--- src/rtl/core/chte_pkg.sv ---
// ----------------------------------------------------------------------------
// chte_pkg
// shared constants and types of the chained hash table engine
// ----------------------------------------------------------------------------
package chte_pkg;
	localparam int BUCKETS       = 4096;
	localparam int POOL_ENTRIES  = 2048;
	localparam int TOTAL_ENTRIES = BUCKETS + POOL_ENTRIES;
	localparam int ADDR_W        = $clog2(TOTAL_ENTRIES);
	localparam int BKT_W         = $clog2(BUCKETS);
	localparam int POOL_W        = $clog2(POOL_ENTRIES + 1);
	localparam int LINK_W        = 14;
	localparam int KEY_BYTES     = 8;
	localparam int KEY_W         = 8 * KEY_BYTES;
	localparam int LEN_W         = 4;
	localparam int VAL_W         = 32;
	localparam int NB_W          = 13;
	localparam int HASH_W        = 32;
	localparam logic [HASH_W-1:0] DJB_SEED  = 32'd5381;
	localparam logic [LINK_W-1:0] LINK_FREE = '0;
	localparam logic [LINK_W-1:0] LINK_END  = '1;

	localparam logic [2:0] REQ_INS_ABSENT  = 3'd0;
	localparam logic [2:0] REQ_INS_REPLACE = 3'd1;
	localparam logic [2:0] REQ_APPEND      = 3'd2;
	localparam logic [2:0] REQ_FIND        = 3'd3;
	localparam logic [2:0] REQ_FIND_NEXT   = 3'd4;
	localparam logic [2:0] REQ_CLEAR       = 3'd5;

	localparam logic CFG_BUCKET_COUNT = 1'b0;
	localparam logic CFG_FOLD_CASE    = 1'b1;

	typedef struct packed {
		logic [KEY_W-1:0]  key;
		logic [LEN_W-1:0]  len;
		logic [VAL_W-1:0]  value;
		logic [LINK_W-1:0] link;
	} entry_t;
endpackage

--- src/rtl/core/chte_hashmod.sv ---
// ----------------------------------------------------------------------------
// chte_hashmod
// iterative key hash (one byte a cycle) and bucket modulo (one bit a cycle)
// ----------------------------------------------------------------------------
module chte_hashmod (
	input  logic                         clk,
	input  logic                         arst_n,
	input  logic                         start,
	input  logic [chte_pkg::KEY_W-1:0]   key,
	input  logic [chte_pkg::LEN_W-1:0]   len,
	input  logic [chte_pkg::NB_W-1:0]    nb,
	output logic                         done,
	output logic [chte_pkg::BKT_W-1:0]   bucket
);
	import chte_pkg::*;

	typedef enum logic [1:0] {H_IDLE, H_HASH, H_DIV} hstate_t;

	hstate_t             state_q;
	logic [HASH_W-1:0]   h_q;
	logic [KEY_W-1:0]    key_q;
	logic [LEN_W-1:0]    left_q;
	logic [NB_W-1:0]     nb_q;
	logic [BKT_W-1:0]    rem_q;
	logic [4:0]          cnt_q;
	logic                done_q;
	logic [NB_W-1:0]     trial;
	logic [HASH_W-1:0]   h_next;

	assign trial  = {rem_q, h_q[HASH_W-1]};
	assign h_next = ((h_q << 5) + h_q) ^ {{(HASH_W-8){key_q[7]}}, key_q[7:0]};

	always_ff @(posedge clk or negedge arst_n) begin
		if (!arst_n) begin
			state_q <= H_IDLE;
			done_q  <= 1'b0;
			h_q     <= '0;
			key_q   <= '0;
			left_q  <= '0;
			nb_q    <= '0;
			rem_q   <= '0;
			cnt_q   <= '0;
		end else begin
			done_q <= 1'b0;
			case (state_q)
				H_IDLE: begin
					if (start) begin
						h_q     <= DJB_SEED;
						key_q   <= key;
						left_q  <= len;
						nb_q    <= nb;
						state_q <= H_HASH;
					end
				end
				H_HASH: begin
					if (left_q == '0) begin
						rem_q   <= '0;
						cnt_q   <= '1;
						state_q <= H_DIV;
					end else begin
						h_q    <= h_next;
						key_q  <= key_q >> 8;
						left_q <= left_q - 1'b1;
					end
				end
				H_DIV: begin
					// restoring division, remainder only
					if (trial >= nb_q)
						rem_q <= BKT_W'(trial - nb_q);
					else
						rem_q <= trial[BKT_W-1:0];
					h_q   <= h_q << 1;
					cnt_q <= cnt_q - 1'b1;
					if (cnt_q == '0) begin
						done_q  <= 1'b1;
						state_q <= H_IDLE;
					end
				end
				default: state_q <= H_IDLE;
			endcase
		end
	end

	assign done   = done_q;
	assign bucket = rem_q;
endmodule

--- config.mk ---
export PLATFORM = sky130hd
export DESIGN_NAME = chte_hashmod
export DESIGN_NICKNAME = d
export VERILOG_FILES = /design/src/rtl/core/chte_pkg.sv /design/src/rtl/core/chte_hashmod.sv
export SDC_FILE = /design/constraint.sdc
export NUM_CORES = 1
export LEC_CHECK = 0
export BUFFER_PORTS_ARGS = -buffer_cell sky130_fd_sc_hd__buf_2
export CORE_AREA = 2 2 133 168
export DETAILED_ROUTE_END_ITERATION = 12
export DIE_AREA = 0 0 135 170
export GPL_TIMING_DRIVEN = 0
export PLACE_DENSITY = 0.57
export SYNTH_ARGS = -nofsm -noshare
export SYNTH_HDL_FRONTEND = slang
export SYNTH_SLANG_ARGS = --single-unit
--- constraint.sdc ---
create_clock -name clk -period 2.6 [get_ports clk]
set_input_delay 0.13 -clock clk [delete_from_list [all_inputs] [get_ports clk]]
set_output_delay 0.13 -clock clk [all_outputs]
set_load 0.02 [all_outputs]
==> run_results.csv <==
group,metric,value,unit
critical_path,cp_cell_sequence,"ha_1, a21o_1, o21a_1, a311oi_2, a31oi_2, a41oi_2, xnor2_1, o21ai_1",
layout,layout.cells.most_common_list,"132 x dfrtp_1, 105 x a21oi_1, 102 x buf_2",
synthesis,yosys_register_bits,133,
status,run_status,"complete, no violations",
critical_path,r2r-start,"h_q[12]$_DFFE_PN0P_",
synthesis,main_combinational_cell_family_by_area_after_synthesis,"compound AO/OA/AOI/OAI gates",
synthesis,synth.cell_area,8420,um^2
layout,final_net_count,1201,
grt,vias_in_the_first_global_route,7290,
clocking,cts_tree,"yes",
drt,antenna_left,0,
floorplan,starting_density_of_the_core,0.395,
clocking,clock-root-buffer,"clkbuf_16",
placement,place_inst,1293,
synthesis,synth_edf_count,0,
critical_path,critical_path.max_stage_delay,0.46,ns
timing,maximum_frequency_from_static_timing_analysis,395,MHz
timing,whs,0.00719,ns
floorplan,dieHeight,170,um
timing,final.period_utilization,0.975,
synthesis,synth_fp_nets,1048,
synthesis,synth_sequential_area_ratio,0.395,
timing,timing.max_slew.rel_slack,0.448,
placement,place_hpwl,17200,um
synthesis,synth_largest_area_cell,"dfrtp_1",
layout,post-route-cell-area,10400,um^2
synthesis,post_synth_inst_count,917,
placement,detailedPlace.worstSlack,-0.181,ns
synthesis,synth_compound_area_frac,0.205,
floorplan,placement_rows,60,
layout,layout_commonest_cell,"dfrtp_1",
timing,fin_tns_setup,0,ns
critical_path,crit_fanout,6,
worst_hold_path,holdCritPathClass,"primary input to register",
synthesis,synth-main-ff-cell,"dfrtp_1",
drt,first_pass_drt_iterations,4,
clocking,insertion_delay,0.42,ns
timing,worst_clock_skew,0.00839,ns
grt,overflow,0,
worst_hold_path,hold_sp,"key[48]",
clocking,clockBufferDepth,2,
drt,detailroute.via_count,7250,
power,power_per_cell_area,1370,nW/um^2
layout,num_antenna_cells,0,
grt,largest_net_degree_at_the_start_of_global_routing,78,
drt,finalWirelength,23500,um
synthesis,synth-xor-area-share,0.0593,
drt,drtIter0Drc,398,
synthesis,synth_simple_gate_area_share,0.127,
synthesis,post_synth_main_area_contributors,"dfrtp_1 40%, mux2i_1 8.0%, ha_1 6.7%",
critical_path,worst-endpoint-required,2.90,ns
clocking,clock_sink_count,133,
synthesis,ys_types,70,
critical_path,cpMaxStageDelayCell,"dfrtp_1",
power,ir_drop,716,uV
drt,drt_via_density,5.32,
clocking,tritoncts.num_buffers,17,
critical_path,crit_path_end_kind,"register",
placement,gp_congestion,0.887,
layout,drive_above_1_share,0.195,
grt,gr-usage-all-layers,0.211,
synthesis,synth.yosys.warnings,0,
power,p_leak,4.57,nW
drt,avgRoutedWirePerCell,17.3,um
synthesis,synth.mux.area_fraction,0.0970,
timing,timing_worst_slew_pin_value,0.828,ns
drt,drt_drc_violations_left,0,
placement,port-buffer-count,96,
synthesis,syn_avg_cell_area,9.19,um^2
timing,postLayoutSetupSlackWorst,0.0653,ns
clocking,cts.clk_slew.worst_paths,0.06,ns
grt,antenna_found_initial,1,
layout,synthToLayoutAreaGrowth,23.1,%
floorplan,floorplan.die_area,23000,um^2
critical_path,criticalPathCategory,"register to register",
synthesis,synth_fa_ha_area_frac,0.0716,
floorplan,chipWidth,135,um
timing,slew_viol_final,0,
synthesis,ys_async_sr_fraction,1.00,
job,max_cap_viol_count,0,
critical_path,setup.worst_path.start,"h_q[12]$_DFFE_PN0P_",
timing,fin_crit,2.53,ns
layout,finalNonFillerCells,1362,
floorplan,core_region_area,21300,um^2
timing,timing_hold_violations_final,0,
grt,grt_first_pass_wirelength,38100,um
clocking,ctsHtreeMaxLevel,4,
timing,report.final.setup_viol,0,
critical_path,critPathLaunchType,"register",
placement,dpl_cell_area,9290,um^2
synthesis,synth_top_cell_area_share,0.395,
critical_path,critPathArrivalTime,2.84,ns
floorplan,pin_count,97,
[registers in the layout (all words and copies together), names as in the netlist]
name and count:
key_q 64, h_q 32, nb_q 13, bucket 12, cnt_q 5, left_q 4
state_q 2, done 1
[cell type report]
class / count / area, um^2
inverters: 36 / 139
repair buffers: 136 / 890
well taps: 279 / 349
plain buffers: 55 / 268
multi-input cells: 691 / 4780
clock inverters: 15 / 183
flip-flops and latches: 133 / 3330
fillers: 2105 / 11000
clock buffers: 17 / 425
[metrics by stage]
stage	power (mW)	utilization
6_report	14.2	0.486
4_1_cts	14.1	0.482
2_1_floorplan	9.46	-
5_1_grt	15.4	0.486
3_5_place_dp	11.4	0.436
3_3_place_gp	11.3	0.434
[synthesized netlist by cell type, types with 9 or more instances]
cell,number
dfrtp_1,133
a21oi_1,106
nor2_1,94
mux2i_1,67
o21ai_0,55
nand2_1,47
ha_1,45
clkbuf_1,41
xnor2_1,37
inv_1,35
nand3_1,24
a22oi_1,23
xor2_1,20
mux2_2,13
o21ai_1,13
a21o_1,10
a31oi_1,10
nand4_1,10
o211ai_1,10
nor3_1,9
o21a_1,9
[routing by layer]
| layer | vias to the layer above | GRT usage | wire length (um) |
|---|---|---|---|
| li1 | 3616 | - | - |
| met1 | 3437 | 0.255 | 10100 |
| met2 | 158 | 0.369 | 11800 |
| met3 | 37 | 0.0489 | 1120 |
| met4 | 2 | 0.0720 | 527 |
| met5 | - | 0 | 13 |
[what timing repair did]
item                                    CTS  global route
pin swaps                                 1             2
buffers inserted                          3             3
endpoints found under the setup margin   69            91
endpoints found under the hold margin    88             0
resized for setup                        10            39
hold buffers                             33             0
[final timing paths]
kind | slack [ns] | cells past startpoint | to
min in group asynchronous | 0.23 | 2 | key_q[32]$_DFFE_PN0P_
setup / recovery | 0.07 | 8 | h_q[31]$_DFFE_PN0P_
setup reg to reg | 0.07 | 8 | h_q[31]$_DFFE_PN0P_
hold / removal | 0.007 | 3 | key_q[48]$_DFFE_PN0P_
hold reg to reg | 0.50 | 1 | cnt_q[0]$_DFFE_PN0P_
max in group asynchronous | 1.55 | 3 | h_q[13]$_DFFE_PN0P_
[worst max-delay path, delay by kind of cell (launching register included)]
kind                       cells  cell delay, ns
AOI/OAI and AO/OA              6            1.40
adders and majority gates      1            0.41
xor gates and xnor gates       1            0.15
DFF                            1            0.46
[cells by family (layout without fill, tap and decap cells)]
group | Yosys count | count (layout)
AOI/OAI and AO/OA | 280 | 280
and+or+nand+nor | 227 | 227
DFF | 133 | 133
buffers and inverters | 93 | 259
muxes | 80 | 80
xor gates and xnor gates | 57 | 57
adders and majority gates | 47 | 47
[report_power, final]
part           switching [mW]  total (mW)  internal (mW)
Clock                    1.09        2.56           1.46
Combinational            4.66        7.92           3.26
Sequential              0.701        3.69           2.99
Total                    6.45        14.2           7.72
No activity file was read; power rests on OpenSTA's default activity.
